**src/bts_pkg.sv**
```systemverilog
`timescale 1ns / 1ps

package bts_pkg;

  localparam int ROM_NOTES            = 3;
  localparam int NOTES_PER_MELODY_DEF = 3;
  localparam int CMP_SHIFT            = 4;

  localparam logic [15:0] DIV_N0 = 16'd1515;
  localparam logic [15:0] DIV_N1 = 16'd1276;
  localparam logic [15:0] DIV_N2 = 16'd1012;
  localparam logic [15:0] DIV_N3 = 16'd851;

  localparam logic [15:0] DUR_SHORT_A = 16'd55;
  localparam logic [15:0] DUR_LONG_A  = 16'd80;
  localparam logic [15:0] DUR_SHORT_B = 16'd45;
  localparam logic [15:0] DUR_LONG_B  = 16'd70;
  localparam logic [15:0] DUR_LONG_C  = 16'd90;

  typedef enum logic [1:0] {
    MODE_TICK   = 2'd0,
    MODE_TONE   = 2'd1,
    MODE_MELODY = 2'd2
  } mode_t;

  typedef struct packed {
    logic [1:0]  mode;
    logic [15:0] tone_divider;
    logic [15:0] duration_ms;
    logic [7:0]  melody_id;
  } in_item_t;

  typedef struct packed {
    logic        pwm_enable;
    logic [15:0] pwm_period;
    logic [11:0] pwm_compare;
    logic        tone_busy;
    logic        melody_playing;
  } out_item_t;

  // Melody ROM: m is the melody (0..2), n the note (0..2).
  function automatic logic [15:0] rom_div(input logic [1:0] m, input logic [1:0] n);
    logic [15:0] d;
    d = '0;
    unique case ({m, n})
      4'b00_00: d = DIV_N0;
      4'b00_01: d = DIV_N1;
      4'b00_10: d = DIV_N2;
      4'b01_00: d = DIV_N1;
      4'b01_01: d = DIV_N2;
      4'b01_10: d = DIV_N3;
      4'b10_00: d = DIV_N3;
      4'b10_01: d = DIV_N2;
      4'b10_10: d = DIV_N0;
      default:  d = '0;
    endcase
    return d;
  endfunction

  function automatic logic [15:0] rom_dur(input logic [1:0] m, input logic [1:0] n);
    logic [15:0] d;
    d = '0;
    unique case ({m, n})
      4'b00_00: d = DUR_SHORT_A;
      4'b00_01: d = DUR_SHORT_A;
      4'b00_10: d = DUR_LONG_A;
      4'b01_00: d = DUR_SHORT_B;
      4'b01_01: d = DUR_SHORT_B;
      4'b01_10: d = DUR_LONG_B;
      4'b10_00: d = DUR_SHORT_A;
      4'b10_01: d = DUR_SHORT_A;
      4'b10_10: d = DUR_LONG_C;
      default:  d = '0;
    endcase
    return d;
  endfunction

endpackage

```
**src/bts_core.sv**
```systemverilog
`timescale 1ns / 1ps

module bts_core #(
  parameter int NOTES_PER_MELODY = bts_pkg::NOTES_PER_MELODY_DEF
) (
  input  logic                clk,
  input  logic                rst_n,
  input  logic                fire,
  input  bts_pkg::in_item_t   item,
  output bts_pkg::out_item_t  result
);

  // The melody ends after the shorter of the configured length and the ROM.
  localparam int NoteLimit = (NOTES_PER_MELODY < bts_pkg::ROM_NOTES) ?
                             NOTES_PER_MELODY : bts_pkg::ROM_NOTES;

  logic        busy_r, busy_nxt;
  logic [15:0] rem_r, rem_nxt;
  logic        mel_r, mel_nxt;
  logic [1:0]  sel_r, sel_nxt;
  logic [1:0]  note_r, note_nxt;
  logic        pwm_r, pwm_nxt;
  logic [15:0] period_r, period_nxt;
  logic [11:0] compare_r, compare_nxt;

  logic [15:0] rem_dec;
  logic [2:0]  next_note;
  logic [1:0]  mel_idx;
  logic [15:0] note_div;

  always_comb begin
    busy_nxt    = busy_r;
    rem_nxt     = rem_r;
    mel_nxt     = mel_r;
    sel_nxt     = sel_r;
    note_nxt    = note_r;
    pwm_nxt     = pwm_r;
    period_nxt  = period_r;
    compare_nxt = compare_r;
    rem_dec     = rem_r - 16'd1;
    next_note   = {1'b0, note_r} + 3'd1;
    mel_idx     = sel_r - 2'd1;
    note_div    = bts_pkg::rom_div(mel_idx, next_note[1:0]);

    unique case (item.mode)
      bts_pkg::MODE_TICK: begin
        if (busy_r) begin
          rem_nxt = rem_dec;
          if (rem_dec == 16'd0) begin
            pwm_nxt  = 1'b0;
            busy_nxt = 1'b0;
            if (mel_r) begin
              if (next_note >= 3'(NoteLimit) || sel_r == 2'd0) begin
                mel_nxt  = 1'b0;
                note_nxt = 2'd0;
              end else begin
                note_nxt    = next_note[1:0];
                rem_nxt     = bts_pkg::rom_dur(mel_idx, next_note[1:0]);
                busy_nxt    = 1'b1;
                period_nxt  = note_div;
                compare_nxt = note_div[15:bts_pkg::CMP_SHIFT];
                pwm_nxt     = 1'b1;
              end
            end
          end
        end
      end
      bts_pkg::MODE_TONE: begin
        mel_nxt  = 1'b0;
        note_nxt = 2'd0;
        pwm_nxt  = 1'b0;
        if (item.duration_ms == 16'd0) begin
          busy_nxt = 1'b0;
        end else begin
          rem_nxt  = item.duration_ms;
          busy_nxt = 1'b1;
          if (item.tone_divider != 16'd0) begin
            period_nxt  = item.tone_divider;
            compare_nxt = item.tone_divider[15:bts_pkg::CMP_SHIFT];
            pwm_nxt     = 1'b1;
          end
        end
      end
      bts_pkg::MODE_MELODY: begin
        note_nxt = 2'd0;
        if (item.melody_id >= 8'd1 && item.melody_id <= 8'd3) begin
          mel_nxt     = 1'b1;
          sel_nxt     = item.melody_id[1:0];
          rem_nxt     = bts_pkg::rom_dur(item.melody_id[1:0] - 2'd1, 2'd0);
          busy_nxt    = 1'b1;
          period_nxt  = bts_pkg::rom_div(item.melody_id[1:0] - 2'd1, 2'd0);
          compare_nxt = period_nxt[15:bts_pkg::CMP_SHIFT];
          pwm_nxt     = 1'b1;
        end else begin
          mel_nxt  = 1'b0;
          pwm_nxt  = 1'b0;
          busy_nxt = 1'b0;
        end
      end
      default: begin
      end
    endcase

    result.pwm_enable     = pwm_nxt;
    result.pwm_period     = period_nxt;
    result.pwm_compare    = compare_nxt;
    result.tone_busy      = busy_nxt;
    result.melody_playing = mel_nxt;
  end

  always_ff @(posedge clk) begin
    if (!rst_n) begin
      busy_r    <= 1'b0;
      rem_r     <= '0;
      mel_r     <= 1'b0;
      sel_r     <= '0;
      note_r    <= '0;
      pwm_r     <= 1'b0;
      period_r  <= '0;
      compare_r <= '0;
    end else if (fire) begin
      busy_r    <= busy_nxt;
      rem_r     <= rem_nxt;
      mel_r     <= mel_nxt;
      sel_r     <= sel_nxt;
      note_r    <= note_nxt;
      pwm_r     <= pwm_nxt;
      period_r  <= period_nxt;
      compare_r <= compare_nxt;
    end
  end

endmodule

```
**src/bts_skid.sv**
```systemverilog
`timescale 1ns / 1ps

module bts_skid (
  input  logic                clk,
  input  logic                rst_n,
  input  logic                up_valid,
  output logic                up_stall,
  input  bts_pkg::out_item_t  up_data,
  output logic                out_valid,
  input  logic                out_stall,
  output bts_pkg::out_item_t  out_data
);

  logic               main_v_r, main_v_nxt;
  logic               skid_v_r, skid_v_nxt;
  bts_pkg::out_item_t main_r;
  bts_pkg::out_item_t skid_r;
  logic               up_take;
  logic               main_free;

  assign up_stall  = skid_v_r;
  assign up_take   = up_valid && !skid_v_r;
  assign main_free = !main_v_r || !out_stall;
  assign out_valid = main_v_r;
  assign out_data  = main_r;

  always_comb begin
    main_v_nxt = main_v_r;
    skid_v_nxt = skid_v_r;
    if (main_free) begin
      main_v_nxt = skid_v_r || up_take;
      skid_v_nxt = 1'b0;
    end else if (up_take) begin
      skid_v_nxt = 1'b1;
    end
  end

  always_ff @(posedge clk) begin
    if (!rst_n) begin
      main_v_r <= 1'b0;
      skid_v_r <= 1'b0;
    end else begin
      main_v_r <= main_v_nxt;
      skid_v_r <= skid_v_nxt;
    end
  end

  always_ff @(posedge clk) begin
    if (main_free) begin
      main_r <= skid_v_r ? skid_r : up_data;
    end else if (up_take) begin
      skid_r <= up_data;
    end
  end

endmodule

```
**src/buzzer_tone_melody_sequencer.sv**
```systemverilog
`timescale 1ns / 1ps

// Buzzer tone and melody sequencer.
// The input channel (in_valid, in_stall, in_data) carries one transaction per
// item: a millisecond tick, a tone command or a melody command. Every input
// transaction produces exactly one output transaction (out_valid, out_stall,
// out_data) that shows the PWM enable, period, compare value, busy flag and
// melody flag as they stand after the item has been applied.
// An item lands in the input register on the edge that accepts it; when it
// moves on, the sequencer state and the result or skid register are updated
// together. Throughput is one item per cycle while the skid register is
// empty; the next-state logic is a single pass from input to result register.
// Behind the result register sits a one-entry skid register, so a stalled
// receiver does not stop the input side at once: in_stall rises only when both
// the result and skid registers are full and the input register holds an item.
// Stalled output transactions keep their payload until taken.
// Reset (rst_n low, synchronous) clears the sequencer state, the remaining
// time, the melody position and all valid flags; period and compare restart
// at zero.

module buzzer_tone_melody_sequencer #(
  parameter int NOTES_PER_MELODY = bts_pkg::NOTES_PER_MELODY_DEF
) (
  input  logic                clk,
  input  logic                rst_n,
  input  logic                in_valid,
  output logic                in_stall,
  input  bts_pkg::in_item_t   in_data,
  output logic                out_valid,
  input  logic                out_stall,
  output bts_pkg::out_item_t  out_data
);

  logic               in_v_r;
  bts_pkg::in_item_t  in_r;
  logic               res_stall;
  logic               fire;
  bts_pkg::out_item_t result;

  // The input register advances whenever its item moves into the result side.
  assign in_stall = in_v_r && res_stall;
  assign fire     = in_v_r && !res_stall;

  always_ff @(posedge clk) begin
    if (!rst_n) begin
      in_v_r <= 1'b0;
    end else if (!in_stall) begin
      in_v_r <= in_valid;
    end
  end

  always_ff @(posedge clk) begin
    if (in_valid && !in_stall) begin
      in_r <= in_data;
    end
  end

  // Sequencer state; it changes only when an item is handed to the result side.
  bts_core #(
    .NOTES_PER_MELODY(NOTES_PER_MELODY)
  ) u_core (
    .clk    (clk),
    .rst_n  (rst_n),
    .fire   (fire),
    .item   (in_r),
    .result (result)
  );

  // Result register with one skid entry.
  bts_skid u_skid (
    .clk       (clk),
    .rst_n     (rst_n),
    .up_valid  (in_v_r),
    .up_stall  (res_stall),
    .up_data   (result),
    .out_valid (out_valid),
    .out_stall (out_stall),
    .out_data  (out_data)
  );

endmodule

```
**config.mk**
```make
export PLATFORM = sky130hd
export DESIGN_NAME = buzzer_tone_melody_sequencer
export DESIGN_NICKNAME = d
export VERILOG_FILES = /design/src/bts_pkg.sv /design/src/bts_core.sv /design/src/bts_skid.sv /design/src/buzzer_tone_melody_sequencer.sv
export SDC_FILE = /design/constraint.sdc
export NUM_CORES = 1
export LEC_CHECK = 0
export ABC_CLOCK_PERIOD_IN_PS = 4350
export CAP_MARGIN = 30
export CORE_ASPECT_RATIO = 0.9
export CORE_UTILIZATION = 40
export CTS_BUF_LIST = sky130_fd_sc_hd__clkbuf_16
export CTS_CLUSTER_SIZE = 10
export DETAILED_ROUTE_END_ITERATION = 10
export DONT_BUFFER_PORTS = 1
export PLACE_DENSITY = 0.62
export SLEW_MARGIN = 40
export SYNTH_ARGS = -nofsm -noshare
export SYNTH_HDL_FRONTEND = slang
export SYNTH_SLANG_ARGS = --single-unit
```
**constraint.sdc**
```tcl
create_clock -name clk -period 4.35 [get_ports clk]
set_input_delay 0.87 -clock clk [delete_from_list [all_inputs] [get_ports clk]]
set_output_delay 0.87 -clock clk [all_outputs]
set_load 0.05 [all_outputs]
```
## Word level (Yosys, flattened, before mapping)

Memories as Yosys holds them, arrays and structs flattened.
Index checks and enable logic that the tools add are counted.

- Register bits: 158
- Memory bits (read-only): 288
- Output and inout port bits: 33
- Logic and storage cells: 117
- Memories: 2

- Add/sub/neg operators: 4
- $lt $le $gt $ge: 3
- Equal/unequal tests: 9
- Mux-type cells: 46
- Bitwise gates (word level): 2
- Reduce and logical (&&, ||, !) cells: 26

Memory list:

| memory | words | bits a word | read ports | clocked after Yosys merged registers in | write ports | RTL line | text |
|---|---|---|---|---|---|---|---|
| (name not given) | 16 | 11 | 1 | 0 | 0 | bts_pkg.sv:45 | `unique case ({m, n})` |
| (name not given) | 16 | 7 | 1 | 0 | 0 | bts_pkg.sv:63 | `unique case ({m, n})` |

Operator list:

| operator | number |
|---|---|
| 16-bit 2-to-1 mux | 13 |
| 16-bit one-hot mux with 3 select lines | 2 |
| 12-bit 2-to-1 mux | 7 |
| 12-bit one-hot mux with 3 select lines | 1 |
| 11-bit one-hot mux with 3 select lines | 1 |
| 16-bit logical NOT | 2 |
| 31-bit 2-to-1 mux | 1 |
| 16-bit nonzero test | 1 |
| 16-bit by 1-bit subtractor with 16-bit output (second input constant) | 1 |
| 1-bit 2-to-1 mux | 12 |
| 6-bit one-hot mux with 2 select lines | 1 |
| 5-bit AND reduction | 2 |
| 1-bit one-hot mux with 3 select lines | 3 |
| 8-bit by 1-bit greater-or-equal comparator with 1-bit output (second input constant) | 1 |
| 8-bit by 2-bit less-or-equal comparator with 1-bit output (second input constant) | 1 |
| 2-bit 2-to-1 mux | 4 |
| 2-bit by 1-bit != test with 1-bit output (second input constant) | 4 |
| 2-bit logical NOT | 3 |
| 2-bit OR reduction | 3 |
| 2-bit by 1-bit == test with 1-bit output (second input constant) | 2 |
| 2-bit == test (second input constant) | 2 |
| 1-bit logical AND | 4 |
| 1-bit logical NOT | 4 |
| 2-bit one-hot mux with 2 select lines | 1 |
| other kinds (10) | 14 |

## Longest topological paths before layout

- Word-level depth: 9
- Depth in mapped cells: 11
- Depth with buffers taken out: 9

## Hierarchy

From an unflattened synthesis, not the netlist that was laid out.

- Cells, all modules: 657
- Area, all modules: 7,830.0 um2

By module, submodules not included:

| module | times used | cells each | area an instance (um2) | sequential area each (um2) |
|---|---|---|---|---|
| bts_core | 1 | 506 | 4,053.9 | 1,021.0 |
| bts_skid | 1 | 104 | 2,464.9 | 1,901.8 |
| buzzer_tone_melody_sequencer | 1 | 47 | 1,311.3 | 1,281.2 |

## Worst setup path before layout

Ideal clock, no wire load.

- Kind: input port to flip-flop
- Start: input out_stall
- End: register u_skid.skid_r[0] (netlist name), enable pin
- Library setup time: 0.419 ns
- Arrival: 3.019 ns
- Required time: 3.931 ns
- Slack: 0.912 ns
- Stages: 2
- Buffers on the path: 0
- Cell sequence: nand2_1 -> nor2_1

- Cells in the longest elaborated chain, start to end: 4

Ends and longest elaborated chain:

| element | RTL line | text |
|---|---|---|
| start, declared | buzzer_tone_melody_sequencer.sv:30 | `input logic out_stall,` |
| 1-bit logical NOT | bts_skid.sv:23 | `assign main_free = !main_v_r \|\| !out_stall;` |
| 1-bit logical OR | bts_skid.sv:23 |  |
| 1-bit inverter (no line) | - |  |
| 2-bit AND reduction (no line) | - |  |
| end signal, assigned | bts_skid.sv:52 | `skid_r <= up_data;` |
| end, declared | bts_skid.sv:17 | `bts_pkg::out_item_t skid_r;` |

Every way passes these cells.
A chain may end at the register's enable or synchronous reset.

==> results by group <==
CTS
  – Clock Latency Late Sink: 0.44 ns
  – CTS sink cnt: 158
  – CTS Buf Count: 17
  – Hold_buf cts: 0
  – H-tree depth: 4
  – Clock Path Buffers: 2
  – Post-CTS setup buffers: 0
  – Worst-path clk slew: 0.06 ns
  – CTS tree: done
  – # resized after CTS: 0
  – Clk root buf: clkbuf_16

STA
  – Final clock skew: 0.0190 ns
  – Fin Hold WS: 0.502 ns
  – Final slew viol count: 0
  – Relative slew slack: 43.0%
  – Final-report hold violation count: 0
  – Period utilization: 82.7%
  – Fin crit period: 3.60 ns
  – Setup TNS Final: 0 ns
  – Highest Clock Rate: 278 MHz
  – Finish-stage setup viols: 0
  – Worst Tran Pin Value: 0.854 ns
  – Unrepaired setup endpoints after global routing: false

Floorplan
  – Initial Utilization: 40.7%
  – Core ar.: 19900 sq um
  – Boundary Pins: 79
  – Die area: 20800 sq um
  – Row cnt: 49
  – Die height: 137 um
  – Die width: 152 um

Detailed routing
  – Initial DRC Count: 735
  – Residual DRC: 6
  – Antenna Nets Post-Route: 0
  – WL per Instance: 20.3 um
  – Via density: 6.06
  – Vias: 6451
  – WL final: 21.6 mm
  – First-pass iteration count of the detailed router: 8

Worst setup path
  – Crit Path Category: reg -> reg
  – CP peak stage delay: 0.47 ns
  – RR Endpoint: u_skid.out_data[29]
  – Slowest-stage cell, CP: or3b_1
  – Crit start category: flop
  – Critical path's top delay family: simple AND/OR/NAND/NOR gates
  – Crit. End Element: flop
  – Worst Path Required: 4.53 ns
  – CP arrival: 3.78 ns
  – Crit path max fanout: 14
  – Register-to-register setup slack: 0.75 ns
  – CP Buf/Inv Count: 2
  – Crit-path cells: inv_1 > ha_1 > or3b_1 > or4_4 > xor2_1 > nand4_2 > o21ai_2 > buf_4 > a31oi_1 > mux2_2
  – Worst r2r src: u_core.rem_r[0]
  – FF-to-FF path depth: 10

Synth
  – Cell variety after synth: 81
  – Largest cells by area after synthesis: edfxtp_1 39%, dfxtp_1 13%, nor2_1 4.0%, o21ai_0 3.5%, a21oi_1 3.2%
  – Yosys top cell by area: edfxtp_1
  – Sequential area share after synthesis: 51.8%
  – Post-synthesis async set-or-reset flop share: 0%
  – FF+latch count, synth: 158
  – Post-Syn Instances: 808
  – Post-synth EDFFs: 104
  – Avg Cell Area, Syn: 10.0 sq um
  – Post-synth top area share: 38.5%
  – Ys Warns: 0
  – Predominant post-synthesis flop cell: edfxtp_1
  – Post-synth net total: 870
  – Synthesized area: 8110 sq um

Min path
  – Hold Startpoint: u_core.sel_r[1]
  – HP Class: reg -> reg
  – Hold Path Sink: u_core.sel_r[1]
  – Worst hold path stage count: 2

Place
  – Post-DP HPWL: 14.9 mm
  – Routability cong.: 0.900
  – Placed cell area: 8410 sq um
  – I/O Buffers: 0

Layout
  – Share of post-route cells with drive strength above 1: 10.3%
  – Design area: 9000 sq um
  – N_diodes: 0
  – Most frequent cells in the layout: 104 x edfxtp_1, 86 x nor2_1, 62 x nand2_1
  – Area growth, synth to finish: 11.0%
  – Multi-input logic area: 3610 sq um
  – Fill cell count: 1847
  – Seq. cell area: 4210 sq um
  – Final nets: 858
  – Commonest non-fill, non-tap cell in the layout: edfxtp_1

Run status
  – Failing checks: design-rule violations
  – Outcome: finished with violations

Power
  – Pwr Density: 423 nW/um^2
  – Peak supply drop: 280 uV
  – Leakage: 3.15 nW

Global route
  – Largest net degree at the start of global routing: 58
  – Vias in the first global route: 5807
  – Gr usage total: 20.9%
  – Remaining Overflow, GRT: 0
  – Initial antenna violation count: 0
  – First-pass GRT wire length: 33.1 mm

Flow run
  – Max cap viols: 0
metal layers:
metal	GRT usage (%)	wire length (um)	vias to the layer above	part of all wire, %
met5	0	0	-	0
met2	30.2	8920	307	41
met1	30.6	10600	3069	49
met4	7.94	381	0	1.8
met3	4.37	1730	24	8.0
li1	-	-	3051	-
synth_stat cells, types with 10 or more instances:
master,number
mux2i_1,14
o21ai_0,56
nor2_1,87
dfxtp_1,54
ha_1,16
a31oi_1,10
nor3_1,42
edfxtp_1,104
nand3_1,19
clkbuf_1,39
nand2_1,62
a21oi_1,52
nor4_1,15
o31ai_1,20
inv_1,29
stage by stage:
| step | utilization [%] | std cells | total power, mW | worst slack (ns) |
|---|---|---|---|---|
| floorplan | - | 808 | 2.19 | 0.912 |
| global placement | 41.9 | 1030 | 2.29 | 0.930 |
| detailed placement | 42.2 | 1032 | 2.30 | 0.806 |
| CTS | 45.2 | 1064 | 3.83 | 0.784 |
| global route | 45.2 | 1064 | 3.92 | 0.588 |
| finish | 45.2 | 1064 | 3.81 | 0.755 |
cells by family (layout without fill, tap and decap cells):
group	Yosys count	in the layout	synth area share, %
fa+ha+maj	16	16	2.47
compound gates	240	240	20.7
mux	23	23	2.98
simple gates	286	286	17.5
xor+xnor	6	6	0.648
buf+inv	79	80	3.89
flops	158	158	51.8
area by class of cell:
class / count / area share, %
repair buffers: 18 / 1.81
clock buffers: 17 / 4.73
well taps: 255 / 3.54
inverters: 30 / 1.25
clock inverters: 15 / 1.89
multi-input cells: 571 / 40.1
flip-flops and latches: 158 / 46.7
worst reg2reg max path: stages (launching register included):
cell and delay, ns:
dfxtp_1 0.35, inv_1 0.10, ha_1 0.23, or3b_1 0.47, or4_4 0.46, xor2_1 0.36, nand4_2 0.32, o21ai_2 0.37
buf_4 0.26, a31oi_1 0.14, mux2_2 0.30
state kept, by name, indices dropped and copies added, names as in the netlist:
register,cells
in_r,42
in_v_r,1
u_core.busy_r,1
u_core.compare_r,12
u_core.mel_r,1
u_core.note_r,2
u_core.period_r,16
u_core.pwm_r,1
u_core.rem_r,16
u_core.sel_r,2
u_skid.out_data,31
u_skid.out_valid,1
u_skid.skid_r,31
u_skid.up_stall,1
power by group:
| group | leakage, nW | switching [mW] | total (mW) | internal [mW] |
|---|---|---|---|---|
| registers | 1.50 | 0.166 | 1.85 | 1.69 |
| logic | 1.36 | 0.270 | 0.426 | 0.157 |
| clock network | 0.284 | 0.626 | 1.53 | 0.900 |
| total | 3.15 | 1.06 | 3.81 | 2.74 |
how the worst max path moves through the flow:
stage | startpoint | to | slack [ns] | cells after the start
after floorplan | out_stall | u_skid.skid_r[0] | 0.91 | 2
after global placement | u_core.rem_r[0] | u_skid.out_data[29] | 0.93 | 10
after detailed placement | u_core.rem_r[0] | u_skid.out_data[13] | 0.81 | 10
after CTS | u_core.rem_r[0] | u_skid.out_data[13] | 0.78 | 10
after global routing | u_core.rem_r[0] | u_skid.out_data[13] | 0.59 | 10
final | u_core.rem_r[0] | u_skid.out_data[29] | 0.75 | 10
(Power assumes the default switching activity.)
